### config.mk
export PLATFORM = sky130hd
export DESIGN_NAME = second_chance_page_replacement_flat
export DESIGN_NICKNAME = d
export VERILOG_FILES = /design/src/rtl/core/scpr_pkg.sv /design/src/rtl/core/scpr_req_if.sv /design/src/rtl/core/scpr_rsp_if.sv /design/src/rtl/core/scpr_cell.sv /design/src/rtl/core/second_chance_page_replacement.sv /design/src/flat_wrapper.sv
export VERILOG_INCLUDE_DIRS = /design/src /design/src/rtl/core
export SDC_FILE = /design/constraint.sdc
export NUM_CORES = 1
export LEC_CHECK = 0
export BUFFER_PORTS_ARGS = -buffer_cell sky130_fd_sc_hd__buf_4
export CAP_MARGIN = 0
export CORE_UTILIZATION = 45
export DETAILED_ROUTE_END_ITERATION = 12
export PLACE_DENSITY = 0.66
export SLEW_MARGIN = 20
export SYNTH_ARGS = -nofsm -noshare
export SYNTH_HDL_FRONTEND = slang
export SYNTH_SLANG_ARGS = --single-unit
### constraint.sdc
create_clock -name clk_i -period 3.6 [get_ports clk_i]
set_input_delay 0.72 -clock clk_i [delete_from_list [all_inputs] [get_ports clk_i]]
set_output_delay 0.72 -clock clk_i [all_outputs]
set_load 0.01 [all_outputs]
### src/rtl/core/assert_macros.svh
// Assertion helpers shared by the RTL that checks its own behavior.
`ifndef ASSERT_MACROS_SVH
`define ASSERT_MACROS_SVH

// Plain property, sampled on the rising clock edge, off while reset is low.
`define SCPR_ASSERT(label, clk, rst_n, prop, msg) \
  label: assert property (@(posedge clk) disable iff (!rst_n) (prop)) else $error(msg);

// Same-cycle implication from an enabling condition.
`define SCPR_ASSERT_IMP(label, clk, rst_n, ante, cons, msg) \
  label: assert property (@(posedge clk) disable iff (!rst_n) (ante) |-> (cons)) \
    else $error(msg);

`endif

### src/rtl/core/scpr_pkg.sv
`default_nettype none

package scpr_pkg;

  // Fixed widths of the register and the result fields.
  localparam int unsigned FRAME_COUNT_W   = 3;
  localparam logic [FRAME_COUNT_W-1:0] FRAME_COUNT_RST = 3'd4;
  localparam int unsigned FAULT_W         = 16;
  localparam int unsigned SLOT_OUT_W      = 2;

  // Commands broadcast from the sequencer to every cell.
  typedef struct packed {
    logic step;    // sweep cycle: the cell under the hand clears a set bit
    logic commit;  // the cell under the hand with a clear bit takes the page
    logic shift;   // the hand moves one cell along the ring
    logic rehome;  // the hand is put back on cell 0
    logic hit;     // the selected matching cell sets its reference bit
  } cell_ctl_t;

  // Status reported by each cell.
  typedef struct packed {
    logic match;      // holds the looked-up page and is in use
    logic ref_set;    // hand is here and the reference bit is set
    logic place_rdy;  // hand is here and the reference bit is clear
    logic old_valid;  // the cell holds a valid page
    logic tok;        // hand is here
  } cell_stat_t;

endpackage

`default_nettype wire

### src/rtl/core/scpr_req_if.sv
`default_nettype none

interface scpr_req_if #(
  parameter int unsigned PAGE_BITS = 16
);
  logic                 valid;
  logic                 ready;
  logic [PAGE_BITS-1:0] page_number;
  logic                 last_reference;

  modport source (output valid, page_number, last_reference, input ready);
  modport sink   (input valid, page_number, last_reference, output ready);
endinterface

`default_nettype wire

### src/rtl/core/scpr_rsp_if.sv
`default_nettype none

interface scpr_rsp_if #(
  parameter int unsigned PAGE_BITS = 16
);
  logic                                valid;
  logic                                ready;
  logic                                fault;
  logic [scpr_pkg::SLOT_OUT_W-1:0]     frame_slot;
  logic                                evicted_valid;
  logic [PAGE_BITS-1:0]                evicted_page;
  logic [scpr_pkg::FAULT_W-1:0]        fault_total;
  logic                                last_result;

  modport source (output valid, fault, frame_slot, evicted_valid, evicted_page,
                  fault_total, last_result, input ready);
  modport sink   (input valid, fault, frame_slot, evicted_valid, evicted_page,
                  fault_total, last_result, output ready);
endinterface

`default_nettype wire

### src/rtl/core/scpr_cell.sv
`default_nettype none

module scpr_cell #(
  parameter int unsigned PAGE_BITS = 16,
  parameter bit          TOK_RESET = 1'b0
) (
  input  wire logic                 clk_i,
  input  wire logic                 rst_ni,
  input  wire logic                 in_use_i,
  input  wire logic [PAGE_BITS-1:0] key_i,
  input  wire logic                 hit_sel_i,
  input  wire logic                 tok_i,
  input  scpr_pkg::cell_ctl_t       ctl_i,
  output scpr_pkg::cell_stat_t      stat_o,
  output logic [PAGE_BITS-1:0]      page_o
);
  import scpr_pkg::*;

  logic [PAGE_BITS-1:0] page_q;
  logic                 valid_q;
  logic                 ref_q;
  logic                 tok_q;
  logic                 place;

  // The cell under the hand whose bit is clear takes the new page.
  assign place = ctl_i.commit & tok_q & ~ref_q;

  always_ff @(posedge clk_i or negedge rst_ni) begin
    if (!rst_ni) begin
      valid_q <= 1'b0;
      ref_q   <= 1'b0;
      tok_q   <= TOK_RESET;
    end else begin
      if (place) begin
        valid_q <= 1'b1;
        ref_q   <= 1'b0;
      end else if (ctl_i.step && tok_q && ref_q) begin
        ref_q <= 1'b0;
      end else if (ctl_i.hit && hit_sel_i) begin
        ref_q <= 1'b1;
      end
      if (ctl_i.shift || ctl_i.rehome) begin
        tok_q <= tok_i;
      end
    end
  end

  always_ff @(posedge clk_i) begin
    if (place) begin
      page_q <= key_i;
    end
  end

  assign stat_o.match     = valid_q & in_use_i & (page_q == key_i);
  assign stat_o.ref_set   = tok_q & ref_q;
  assign stat_o.place_rdy = tok_q & ~ref_q;
  assign stat_o.old_valid = valid_q;
  assign stat_o.tok       = tok_q;
  assign page_o           = page_q;

endmodule

`default_nettype wire

### src/rtl/core/second_chance_page_replacement.sv
// Second-chance (clock) page replacement over a small row of frames.
// A page reference arrives as one transaction on req_i (page number and an
// end-of-string mark); exactly one result transaction leaves on rsp_o for
// each reference, in order: fault flag, frame slot, evicted page if any,
// the saturating fault total and the echoed end-of-string mark.
// The frame count register is written through cfg_we_i/cfg_wdata_i while the
// block is idle, a rule for the user that the block does not enforce; a value
// of zero acts as one, values above MAX_FRAMES act as MAX_FRAMES.
// Steps: idle takes the reference and look-up checks for a hit, which loads
// the result register and returns to idle; on a miss the sweep state clears
// the set reference bits the hand meets until it reaches a frame with a clear
// bit, which takes the page while the result register is loaded, and returns
// to idle for the next reference.
// The hand is a token that walks the ring of frame cells one cell a cycle
// in the sweep, unless a placement waits on the output register. The result
// sits in an output register, so the next reference is taken while an
// earlier result still waits. If the receiver stalls and a new result is
// ready to be written, the block holds in place until the output register
// frees up. Reset empties all frames, clears reference bits, puts the hand on
// frame 0, zeroes the fault total and sets the frame count to four.
`default_nettype none

`include "assert_macros.svh"

module second_chance_page_replacement #(
  parameter int unsigned MAX_FRAMES = 4,
  parameter int unsigned PAGE_BITS  = 16
) (
  input  wire logic                                clk_i,
  input  wire logic                                rst_ni,
  input  wire logic                                cfg_we_i,
  input  wire logic [scpr_pkg::FRAME_COUNT_W-1:0]  cfg_wdata_i,
  scpr_req_if.sink                                 req_i,
  scpr_rsp_if.source                               rsp_o
);
  import scpr_pkg::*;

  localparam int unsigned SLOT_W = (MAX_FRAMES > 1) ? $clog2(MAX_FRAMES) : 1;

  // Sequencer states.
  localparam logic [1:0] S_IDLE  = 2'd0;
  localparam logic [1:0] S_LOOK  = 2'd1;
  localparam logic [1:0] S_SWEEP = 2'd2;

  logic [1:0]               state_q, state_d;
  logic [FRAME_COUNT_W-1:0] frame_count_q;
  logic [PAGE_BITS-1:0]     key_q;
  logic                     last_q;
  logic [FAULT_W-1:0]       fault_q, fault_d, fault_inc;

  // Output register.
  logic                     out_valid_q;
  logic                     out_fault_q;
  logic [SLOT_OUT_W-1:0]    out_slot_q;
  logic                     out_ev_valid_q;
  logic [PAGE_BITS-1:0]     out_ev_page_q;
  logic [FAULT_W-1:0]       out_total_q;
  logic                     out_last_q;
  logic                     out_free;

  // Cell row.
  logic [MAX_FRAMES-1:0]    in_use;
  logic [MAX_FRAMES-1:0]    tok_in;
  logic [MAX_FRAMES-1:0]    tok;
  logic [MAX_FRAMES-1:0]    match;
  logic [MAX_FRAMES-1:0]    hit_sel;
  logic [MAX_FRAMES-1:0]    place_sel;
  logic [MAX_FRAMES-1:0]    wrap;
  cell_stat_t               stat [MAX_FRAMES];
  logic [PAGE_BITS-1:0]     cell_page [MAX_FRAMES];
  cell_ctl_t                ctl;

  logic                     any_match, any_ref, any_place, oob;
  logic [SLOT_W-1:0]        hit_slot, place_slot;
  logic                     ev_valid;
  logic [PAGE_BITS-1:0]     ev_page;
  logic                     hit_commit;
  logic [SLOT_W+1:0]        hit_slot_ext, place_slot_ext;
  logic                     place_ok;

  // ---------------------------------------------------------------------------
  // Frame count register. A frame is searched and swept only while it is in
  // use; frame 0 is always in use.
  // ---------------------------------------------------------------------------
  always_ff @(posedge clk_i or negedge rst_ni) begin
    if (!rst_ni) begin
      frame_count_q <= FRAME_COUNT_RST;
    end else if (cfg_we_i) begin
      frame_count_q <= cfg_wdata_i;
    end
  end

  // ---------------------------------------------------------------------------
  // The row of frame cells. The hand token passes to the next cell in use, or
  // wraps to cell 0 after the last one in use.
  // ---------------------------------------------------------------------------
  for (genvar i = 0; i < MAX_FRAMES; i++) begin : g_cell
    assign in_use[i] = (i == 0) || (int'(frame_count_q) > i);
    assign match[i]  = stat[i].match;
    assign tok[i]    = stat[i].tok;

    if (i == MAX_FRAMES - 1) begin : g_last
      assign wrap[i] = tok[i];
    end else begin : g_mid
      assign wrap[i] = tok[i] & ~in_use[i+1];
    end

    if (i == 0) begin : g_first
      assign tok_in[i] = ctl.rehome | (|wrap);
    end else begin : g_next
      assign tok_in[i] = ~ctl.rehome & tok[i-1] & in_use[i];
    end

    scpr_cell #(
      .PAGE_BITS (PAGE_BITS),
      .TOK_RESET (i == 0)
    ) u_cell (
      .clk_i     (clk_i),
      .rst_ni    (rst_ni),
      .in_use_i  (in_use[i]),
      .key_i     (key_q),
      .hit_sel_i (hit_sel[i]),
      .tok_i     (tok_in[i]),
      .ctl_i     (ctl),
      .stat_o    (stat[i]),
      .page_o    (cell_page[i])
    );
  end

  // Lowest-numbered match wins when a stale duplicate sits in a higher frame.
  always_comb begin
    logic seen;
    seen = 1'b0;
    for (int i = 0; i < MAX_FRAMES; i++) begin
      hit_sel[i] = match[i] & ~seen;
      seen       = seen | match[i];
    end
  end

  always_comb begin
    any_match  = 1'b0;
    any_ref    = 1'b0;
    any_place  = 1'b0;
    oob        = 1'b0;
    hit_slot   = '0;
    place_slot = '0;
    ev_valid   = 1'b0;
    ev_page    = '0;
    for (int i = 0; i < MAX_FRAMES; i++) begin
      place_sel[i] = stat[i].place_rdy;
      any_match    = any_match | match[i];
      any_ref      = any_ref | stat[i].ref_set;
      any_place    = any_place | stat[i].place_rdy;
      oob          = oob | (tok[i] & ~in_use[i]);
      if (hit_sel[i]) begin
        hit_slot = hit_slot | SLOT_W'(i);
      end
      if (stat[i].place_rdy) begin
        place_slot = place_slot | SLOT_W'(i);
        ev_valid   = ev_valid | stat[i].old_valid;
        if (stat[i].old_valid) begin
          ev_page = ev_page | cell_page[i];
        end
      end
    end
  end

  assign hit_slot_ext   = {2'b00, hit_slot};
  assign place_slot_ext = {2'b00, place_slot};

  // ---------------------------------------------------------------------------
  // Sequencer.
  // ---------------------------------------------------------------------------
  assign out_free   = ~out_valid_q | rsp_o.ready;
  assign req_i.ready = (state_q == S_IDLE);
  assign hit_commit = (state_q == S_LOOK) & any_match & out_free;
  assign fault_inc  = (fault_q == '1) ? fault_q : fault_q + FAULT_W'(1);

  always_comb begin
    state_d    = state_q;
    fault_d    = fault_q;
    ctl        = '0;
    case (state_q)
      S_IDLE: begin
        if (req_i.valid) begin
          state_d = S_LOOK;
        end
      end
      S_LOOK: begin
        if (any_match) begin
          ctl.hit = out_free;
          if (out_free) begin
            state_d = S_IDLE;
          end
        end else begin
          // A hand left beyond a shrunken frame count starts over at frame 0.
          ctl.rehome = oob;
          state_d    = S_SWEEP;
        end
      end
      S_SWEEP: begin
        ctl.step   = 1'b1;
        ctl.commit = any_place & out_free;
        ctl.shift  = any_ref | (any_place & out_free);
        if (any_place && out_free) begin
          fault_d = fault_inc;
          state_d = S_IDLE;
        end
      end
      default: begin
        state_d = S_IDLE;
      end
    endcase
  end

  always_ff @(posedge clk_i or negedge rst_ni) begin
    if (!rst_ni) begin
      state_q     <= S_IDLE;
      fault_q     <= '0;
      out_valid_q <= 1'b0;
    end else begin
      state_q <= state_d;
      fault_q <= fault_d;
      if (hit_commit || ctl.commit) begin
        out_valid_q <= 1'b1;
      end else if (rsp_o.ready) begin
        out_valid_q <= 1'b0;
      end
    end
  end

  always_ff @(posedge clk_i) begin
    if (req_i.valid && req_i.ready) begin
      key_q  <= req_i.page_number;
      last_q <= req_i.last_reference;
    end
    if (hit_commit) begin
      out_fault_q    <= 1'b0;
      out_slot_q     <= hit_slot_ext[SLOT_OUT_W-1:0];
      out_ev_valid_q <= 1'b0;
      out_ev_page_q  <= '0;
      out_total_q    <= fault_q;
      out_last_q     <= last_q;
    end else if (ctl.commit) begin
      out_fault_q    <= 1'b1;
      out_slot_q     <= place_slot_ext[SLOT_OUT_W-1:0];
      out_ev_valid_q <= ev_valid;
      out_ev_page_q  <= ev_page;
      out_total_q    <= fault_inc;
      out_last_q     <= last_q;
    end
  end

  assign rsp_o.valid         = out_valid_q;
  assign rsp_o.fault         = out_fault_q;
  assign rsp_o.frame_slot    = out_slot_q;
  assign rsp_o.evicted_valid = out_ev_valid_q;
  assign rsp_o.evicted_page  = out_ev_page_q;
  assign rsp_o.fault_total   = out_total_q;
  assign rsp_o.last_result   = out_last_q;

  // ---------------------------------------------------------------------------
  // Assertions.
  // ---------------------------------------------------------------------------
  // A placement goes into exactly one frame, and only one that is in use.
  assign place_ok = $onehot(place_sel) && ((place_sel & ~in_use) == '0);

  // The hand is always in exactly one cell.
  `SCPR_ASSERT(a_hand_onehot, clk_i, rst_ni, $onehot(tok), "hand token is not one-hot")
  // A hit sets the bit of exactly one frame.
  `SCPR_ASSERT_IMP(a_hit_single, clk_i, rst_ni, hit_commit, $onehot(hit_sel), "hit not unique")
  // A page is only placed into a single frame that is in use.
  `SCPR_ASSERT_IMP(a_place_single, clk_i, rst_ni, ctl.commit, place_ok, "bad placement frame")
  // The fault total never goes backwards.
  `SCPR_ASSERT(a_fault_mono, clk_i, rst_ni, 1'b1 |=> (fault_q >= $past(fault_q)), "total fell")

endmodule

`default_nettype wire

### src/flat_wrapper.sv
// flat-port wrapper written by rule: the top's interface ports become plain ports
module second_chance_page_replacement_flat import scpr_pkg::*;
#(
  parameter int unsigned MAX_FRAMES = 4,
  parameter int unsigned PAGE_BITS  = 16
)
  (clk_i, rst_ni, cfg_we_i, cfg_wdata_i, req_i_valid, req_i_page_number, req_i_last_reference, req_i_ready, rsp_o_valid, rsp_o_fault, rsp_o_frame_slot, rsp_o_evicted_valid, rsp_o_evicted_page, rsp_o_fault_total, rsp_o_last_result, rsp_o_ready);
  scpr_req_if #(.PAGE_BITS(PAGE_BITS)) req_i_i ();
  scpr_rsp_if #(.PAGE_BITS(PAGE_BITS)) rsp_o_i ();
  input  wire logic clk_i;
  input  wire logic rst_ni;
  input  wire logic cfg_we_i;
  input  wire logic [scpr_pkg::FRAME_COUNT_W-1:0] cfg_wdata_i;
  input wire logic [$bits(req_i_i.valid)-1:0] req_i_valid;
  input wire logic [$bits(req_i_i.page_number)-1:0] req_i_page_number;
  input wire logic [$bits(req_i_i.last_reference)-1:0] req_i_last_reference;
  output wire logic [$bits(req_i_i.ready)-1:0] req_i_ready;
  output wire logic [$bits(rsp_o_i.valid)-1:0] rsp_o_valid;
  output wire logic [$bits(rsp_o_i.fault)-1:0] rsp_o_fault;
  output wire logic [$bits(rsp_o_i.frame_slot)-1:0] rsp_o_frame_slot;
  output wire logic [$bits(rsp_o_i.evicted_valid)-1:0] rsp_o_evicted_valid;
  output wire logic [$bits(rsp_o_i.evicted_page)-1:0] rsp_o_evicted_page;
  output wire logic [$bits(rsp_o_i.fault_total)-1:0] rsp_o_fault_total;
  output wire logic [$bits(rsp_o_i.last_result)-1:0] rsp_o_last_result;
  input wire logic [$bits(rsp_o_i.ready)-1:0] rsp_o_ready;
  assign req_i_i.valid = req_i_valid;
  assign req_i_i.page_number = req_i_page_number;
  assign req_i_i.last_reference = req_i_last_reference;
  assign req_i_ready = req_i_i.ready;
  assign rsp_o_valid = rsp_o_i.valid;
  assign rsp_o_fault = rsp_o_i.fault;
  assign rsp_o_frame_slot = rsp_o_i.frame_slot;
  assign rsp_o_evicted_valid = rsp_o_i.evicted_valid;
  assign rsp_o_evicted_page = rsp_o_i.evicted_page;
  assign rsp_o_fault_total = rsp_o_i.fault_total;
  assign rsp_o_last_result = rsp_o_i.last_result;
  assign rsp_o_i.ready = rsp_o_ready;
  second_chance_page_replacement #(.MAX_FRAMES(MAX_FRAMES), .PAGE_BITS(PAGE_BITS)) u_core (.clk_i(clk_i), .rst_ni(rst_ni), .cfg_we_i(cfg_we_i), .cfg_wdata_i(cfg_wdata_i), .req_i(req_i_i), .rsp_o(rsp_o_i));
endmodule
==> results of run 1 <==
-- state kept, by name, indices dropped and copies added (netlist names), 2 cells and up --
signal	flops
u_core.state_q	2
u_core.g_cell.u_cell.valid_q	4
u_core.rsp_o.evicted_page	16
u_core.rsp_o.frame_slot	2
u_core.rsp_o.fault_total	16
u_core.key_q	16
u_core.fault_q	16
u_core.frame_count_q	3
u_core.g_cell.u_cell.ref_q	4
u_core.g_cell.u_cell.page_o	64
u_core.g_cell.u_cell.tok_q	4
-- synthesized netlist by cell type, types with 5 or more instances --
library cell,number,area share (%)
edfxtp_1,100,44
nor2_1,54,3.0
a21oi_1,50,3.7
xor2_1,47,6.0
xnor2_1,36,4.6
a22oi_1,34,3.7
dfrtp_1,32,12
nand2_1,24,1.3
nor3_1,21,1.5
dfxtp_1,18,5.3
nand4_1,17,1.6
clkbuf_1,11,0.60
o21ai_0,11,0.81
inv_1,10,0.55
nand3_1,10,0.73
nor4_1,10,0.92
nand2b_1,8,0.73
nor2b_1,8,0.73
and3_1,6,0.55
and4_1,5,0.64
-- cell type report --
cell class	instances	area, µm²	share of cell area [%]
inverters	10	37.5	0.463
clock inverters	7	45.0	0.555
repair buffers	75	576	7.09
flip-flops and latches	152	4220	52.0
clock buffers	25	497	6.12
multi-input cells	387	2510	31.0
well taps	184	230	2.84
-- logic make-up after synthesis --
family                     Yosys count
adders and majority gates            1
xor gates and xnor gates            83
muxes                                9
buffers and inverters               25
DFF                                152
AOI/OAI and AO/OA                  110
and+or+nand+nor                    184
-- power groups by stage --
stage                     registers, mW  logic (mW)  clock network (mW)
after CTS                          1.85      0.0382                1.65
after detailed placement           1.89      0.0381                   0
after global routing               1.85      0.0417                1.73
final                              1.86      0.0372                1.63
after floorplan                    1.89     0.00717                   0
after global placement             1.89      0.0370                   0
-- worst reg2reg max path: cells and delay by family (launching register included) --
kind	cells	cell delay [ns]
flip-flops	1	0.52
multiplexers	1	0.33
AND/OR/NAND/NOR	4	1.20
XOR/XNOR	1	0.22
AO/OA/AOI/OAI	1	0.62
-- worst max-delay path by stage --
stage / start / to / slack (ns) / cells after the start
global placement: u_core.key_q[10] / u_core.rsp_o.fault_total[1] / 0.56 / 7
floorplan: u_core.key_q[12] / u_core.rsp_o.fault_total[0] / 0.28 / 6
finish: u_core.key_q[6] / u_core.rsp_o.fault_total[1] / 0.46 / 7
CTS: u_core.key_q[6] / u_core.rsp_o.fault_total[1] / 0.48 / 7
global route: u_core.key_q[6] / u_core.rsp_o.fault_total[2] / 0.25 / 7
detailed placement: u_core.key_q[6] / u_core.rsp_o.fault_total[1] / 0.49 / 7
-- routing by layer --
metal,GRT usage (%),up-vias
met5,0,-
met4,9.11,0
met3,6.08,37
met2,37.6,141
met1,29.8,2390
li1,-,2242
-- per-stage QoR --
stage / instances / utilization (%) / hold WS, ns / cell area (µm²) / setup WS (ns)
2_1_floorplan: 564 / - / 0.400 / 6830 / 0.277
3_3_place_gp: 808 / 51.7 / 0.404 / 7570 / 0.563
3_5_place_dp: 808 / 51.7 / 0.422 / 7570 / 0.487
4_1_cts: 840 / 55.4 / 0.243 / 8110 / 0.477
5_1_grt: 840 / 55.4 / 0.261 / 8110 / 0.249
6_report: 840 / 55.4 / 0.236 / 8110 / 0.462
==> impl_metrics.json, run 1 <==
{
  "grt_start_max_net_pins": 35,
  "muxShareOfSynthArea_pct": 1.52,
  "path_cells": "xor2_1, or4_1, nor3_1, nand4_1, a41oi_4, nor2_2, mux2_4",
  "crit_type": "register to register",
  "async_reset_ff_share_pct": 22.4,
  "cp_slowest_cell": "a41oi_4",
  "reg2reg_from": "u_core.key_q[6]",
  "hold_viol_final": 0,
  "io_buffer_count": 63,
  "ys_ff_latch": 152,
  "final_common_cell": "edfxtp_1",
  "met3RoutedLength_um": 864,
  "drive_gt1_share_pct": 19.1,
  "ys_seq_area_share_pct": 61.8,
  "dr.pass1.iters": 11,
  "die_x_um": 125,
  "synth-xor-area-share_pct": 10.6,
  "p_leak_nw": 2.95,
  "grt_pass1_wl_mm": 27.1,
  "slew_violations": 0,
  "synth_warnings": 0,
  "core-area_mm2": 0.0146,
  "syn_nets": 590,
  "post_synth.cell_area_avg_um2": 12.1,
  "fin_crit_sh_pct": 87.2,
  "finalSetupViolCount": 0,
  "critPathMaxFanout": 20,
  "clock_power_share_pct": 46.2,
  "netlist_area_mm2": 0.00683,
  "cts_setup_buffers": 0,
  "worst-endpoint-required_ns": 3.78,
  "min_path_type": "primary input to asynchronous set/reset pin",
  "start_kind": "register",
  "pwr_density_cell_mw_per_mm2": 434,
  "start_util_pct": 46.6,
  "peakVddDrop_v": 0.000381,
  "r2r-end": "u_core.rsp_o.fault_total[1]",
  "cts_hold_buf": 0,
  "fill_cells": 1238,
  "critPathMaxStageDelay_ns": 0.62,
  "fmax_mhz": 319,
  "cts_buffers": 17,
  "synth_compound_area_share_pct": 10.2,
  "comb_power_share_pct": 1.1,
  "final_nets": 669,
  "ios": 64,
  "dieArea_mm2": 0.0157,
  "worst_slew_pin_slew_ns": 1.07,
  "internal_power_mw": 2.83,
  "final_cell_mix": "100 x edfxtp_1, 74 x buf_4, 50 x nor2_1, 50 x a21oi_1, 47 x xor2_1",
  "postCtsResizedCells": 0,
  "p_switching_uw": 693,
  "synth.distinct_cells": 51,
  "setup_tns_ns": 0,
  "cp-end-kind": "register",
  "cts_tree": "built",
  "grt_overflow": 0,
  "rsz0062_at_grt": "no",
  "top_layer": "met4",
  "switching_share_pct": 19.7,
  "synth_flop_cell": "edfxtp_1",
  "rr_worst_depth": 7,
  "gp_congestion": 0.908,
  "vias": 4810,
  "antenna_found_initial": 0,
  "path_buf_inv": 0,
  "dpl.hpwl_mm": 11.8,
  "cts_max_path_buffers": 2,
  "drt_iter0_drc": 420,
  "area_growth_pct": 18.8,
  "synth_top_family_by_area": "simple AND/OR/NAND/NOR gates",
  "maxSlewHeadroom_pct": 28.3,
  "power_mw": 3.52,
  "arrival_ns": 3.32,
  "drt-total-wl_mm": 17.0,
  "cts_max_level": 4,
  "synth_cells": 564,
  "antenna_cells": 0,
  "status": "finished with violations",
  "rows": 44,
  "crit_family": "simple AND/OR/NAND/NOR gates",
  "synth_edf_count": 100,
  "clock_skew_ns": 0.00998,
  "wire_per_inst_um": 20.3,
  "clk_latency_ns": 0.43,
  "clock-root-buffer": "clkbuf_16",
  "finalCriticalPeriod_ns": 3.14,
  "viasPerCell": 5.73,
  "violations": "DRC",
  "grt_usage_pct": 23.2,
  "synthSimpleGateAreaFrac_pct": 14.0,
  "ant_nets": 0,
  "cts.clk_slew.worst_paths_ns": 0.06,
  "seqPwrFrac_pct": 52.7,
  "die-height_um": 125,
  "synthAdderAreaFrac_pct": 0.183,
  "r2r_slack_ns": 0.46,
  "met1Wirelength_mm": 7.52,
  "drv_cap": 0,
  "cts.sinks": 152,
  "drc": 10,
  "grt_pass1_vias": 4848,
  "routed-wl-met2_mm": 8.21
}
No activity file was read; power rests on OpenSTA's default activity.
==> run 2, diff against run 1 <==
--- a/config.mk
+++ b/config.mk
@@ -6,11 +6,12 @@
 export SDC_FILE = /design/constraint.sdc
 export NUM_CORES = 1
 export LEC_CHECK = 0
-export BUFFER_PORTS_ARGS = -buffer_cell sky130_fd_sc_hd__buf_4
 export CAP_MARGIN = 0
-export CORE_UTILIZATION = 45
+export CORE_MARGIN = 2
+export CORE_UTILIZATION = 57
 export DETAILED_ROUTE_END_ITERATION = 12
-export PLACE_DENSITY = 0.66
+export DONT_BUFFER_PORTS = 1
+export PLACE_DENSITY = 0.75
 export SLEW_MARGIN = 20
 export SYNTH_ARGS = -nofsm -noshare
 export SYNTH_HDL_FRONTEND = slang
==> run 2 against run 1 <==
  * The run now ends clean
  * Flip-flop and latch count stayed put
  * Via count is 4.1% lower
  * First-iteration DRC count is 3.1% lower
  * Critical path depth stayed put
  * Design area is 5.2% lower
  * Total power is 6.0% higher
  * Sequential share of layout area is 2.8 points higher
  * Clock power is 14% higher
  * Global-route usage is 3.4 points higher
  * Worst setup slack better by 0.030 ns
  * Sequential power hardly changed
==> impl_metrics.json, run 2 (synthesized netlist as in run 1, its figures left out) <==
{
  "final_cell_mix": "100 x edfxtp_1, 51 x nor2_1, 50 x a21oi_1",
  "crit_type": "register to register",
  "start_kind": "register",
  "clock_skew_ns": 0.00627,
  "grt_pass1_vias": 4628,
  "drive_gt1_share_pct": 11.1,
  "rsz0062_at_grt": "no",
  "min_path_type": "primary input to asynchronous set/reset pin",
  "io_buffer_count": 0,
  "finalCriticalPeriod_ns": 3.11,
  "fmax_mhz": 322,
  "cp-end-kind": "register",
  "largest_reg_flops": 64,
  "drv_cap": 0,
  "ant_nets": 0,
  "arrival_ns": 3.29,
  "fin_crit_sh_pct": 86.3,
  "antenna_found_initial": 0,
  "peakVddDrop_v": 0.000370,
  "worst-endpoint-required_ns": 3.78,
  "setup_tns_ns": 0,
  "antenna_cells": 0,
  "cts_setup_buffers": 0,
  "final_core_util_pct": 66.5,
  "hold_viol_final": 0,
  "critPathMaxFanout": 18,
  "grt_overflow": 0,
  "gp_congestion": 0.931,
  "grt_usage_pct": 26.6,
  "clock-root-buffer": "clkbuf_16",
  "drt_iter0_drc": 407,
  "pwr_density_cell_mw_per_mm2": 485,
  "status": "completed",
  "dieArea_mm2": 0.0129,
  "grt.busiest_layer": "met2",
  "p_leak_nw": 2.68,
  "worst_slew_pin_slew_ns": 1.04,
  "viasPerCell": 6.25,
  "dr.pass1.iters": 5,
  "dp_slack_ns": 0.548,
  "rows": 39,
  "start_util_pct": 59.0,
  "cts.clk_slew.worst_paths_ns": 0.06,
  "finalSetupViolCount": 0,
  "clk_latency_ns": 0.43,
  "r2r_slack_ns": 0.49,
  "vias": 4615,
  "rr_worst_depth": 7,
  "use_met1_pct": 34.5,
  "cts_max_level": 4,
  "grt_util_met3_pct": 7.01,
  "final_common_cell": "edfxtp_1",
  "r2r-end": "u_core.rsp_o.fault_total[1]",
  "power_mw": 3.73,
  "dpl.hpwl_mm": 10.9,
  "grt_start_max_net_pins": 33,
  "die-height_um": 113,
  "reg2reg_from": "u_core.key_q[13]",
  "cts_tree": "built",
  "worst_slack_ns": 0.492,
  "core-area_mm2": 0.0116,
  "drt-total-wl_mm": 16.0,
  "die_x_um": 113,
  "area_growth_pct": 12.7,
  "cts_buffers": 17,
  "ios": 64,
  "wire_per_inst_um": 21.6,
  "final_nets": 608,
  "grt_pass1_wl_mm": 25.4,
  "cts.sinks": 152,
  "maxSlewHeadroom_pct": 30.1,
  "cts_max_path_buffers": 2,
  "drc": 0,
  "hold_ws_ns": 0.119,
  "met2_usage_pct": 43.3,
  "slew_violations": 0
}
==> run 2: cell types whose count changed in the layout (fill, tap and decap cells not counted), sizes merged <==
cell,change
buf,-61
inv,+1
clkbuf,-8
bufinv,+4
clkinvlp,+3
==> run 2: report_power, final <==
part           switching (mW)  internal (mW)
clock network           0.697           1.16
registers             0.00468           1.85
logic                  0.0135        0.00624
total                   0.715           3.02
==> run 2: worst max-delay path: stages (launching register included) <==
cell and delay (ns):
edfxtp_1 0.52, xor2_1 0.24, or4_1 0.55, nor4b_2 0.23, nand4_1 0.25, a41oi_4 0.59
nor2_2 0.16, mux2_4 0.33
==> run 2: worst max path at each step <==
stage,from,endpoint
2_1_floorplan,u_core.key_q[12],u_core.rsp_o.fault_total[0]
3_3_place_gp,u_core.key_q[13],u_core.rsp_o.fault_total[1]
3_5_place_dp,u_core.key_q[13],u_core.rsp_o.fault_total[1]
4_1_cts,u_core.key_q[13],u_core.rsp_o.fault_total[1]
5_1_grt,u_core.key_q[6],u_core.rsp_o.fault_total[1]
6_report,u_core.key_q[13],u_core.rsp_o.fault_total[1]
==> run 2: cell type report <==
class	instances	area, µm²
flip-flops and latches	152	4220
fillers	853	3870
multi-input cells	387	2510
clock buffers	17	425
clock inverters	15	201
well taps	143	179
repair buffers	14	125
inverters	10	37.5
==> run 2: stage by stage <==
stage               instance area [µm²]  cells
floorplan                          6830    564
detailed placement                 7050    705
CTS                                7690    738
global placement                   7030    704
global route                       7690    738
finish                             7690    738
==> run 2: timing repair <==
item	CTS	global route
hold buffers	1	0
gates resized for setup	0	0
endpoints found under the hold margin	32	0
==> run 2: routing by layer <==
metal | share of wire, % | routed length, µm
met1 | 42 | 6730
met5 | 0 | 0
met3 | 5.9 | 944
met2 | 49 | 7900
met4 | 2.5 | 403
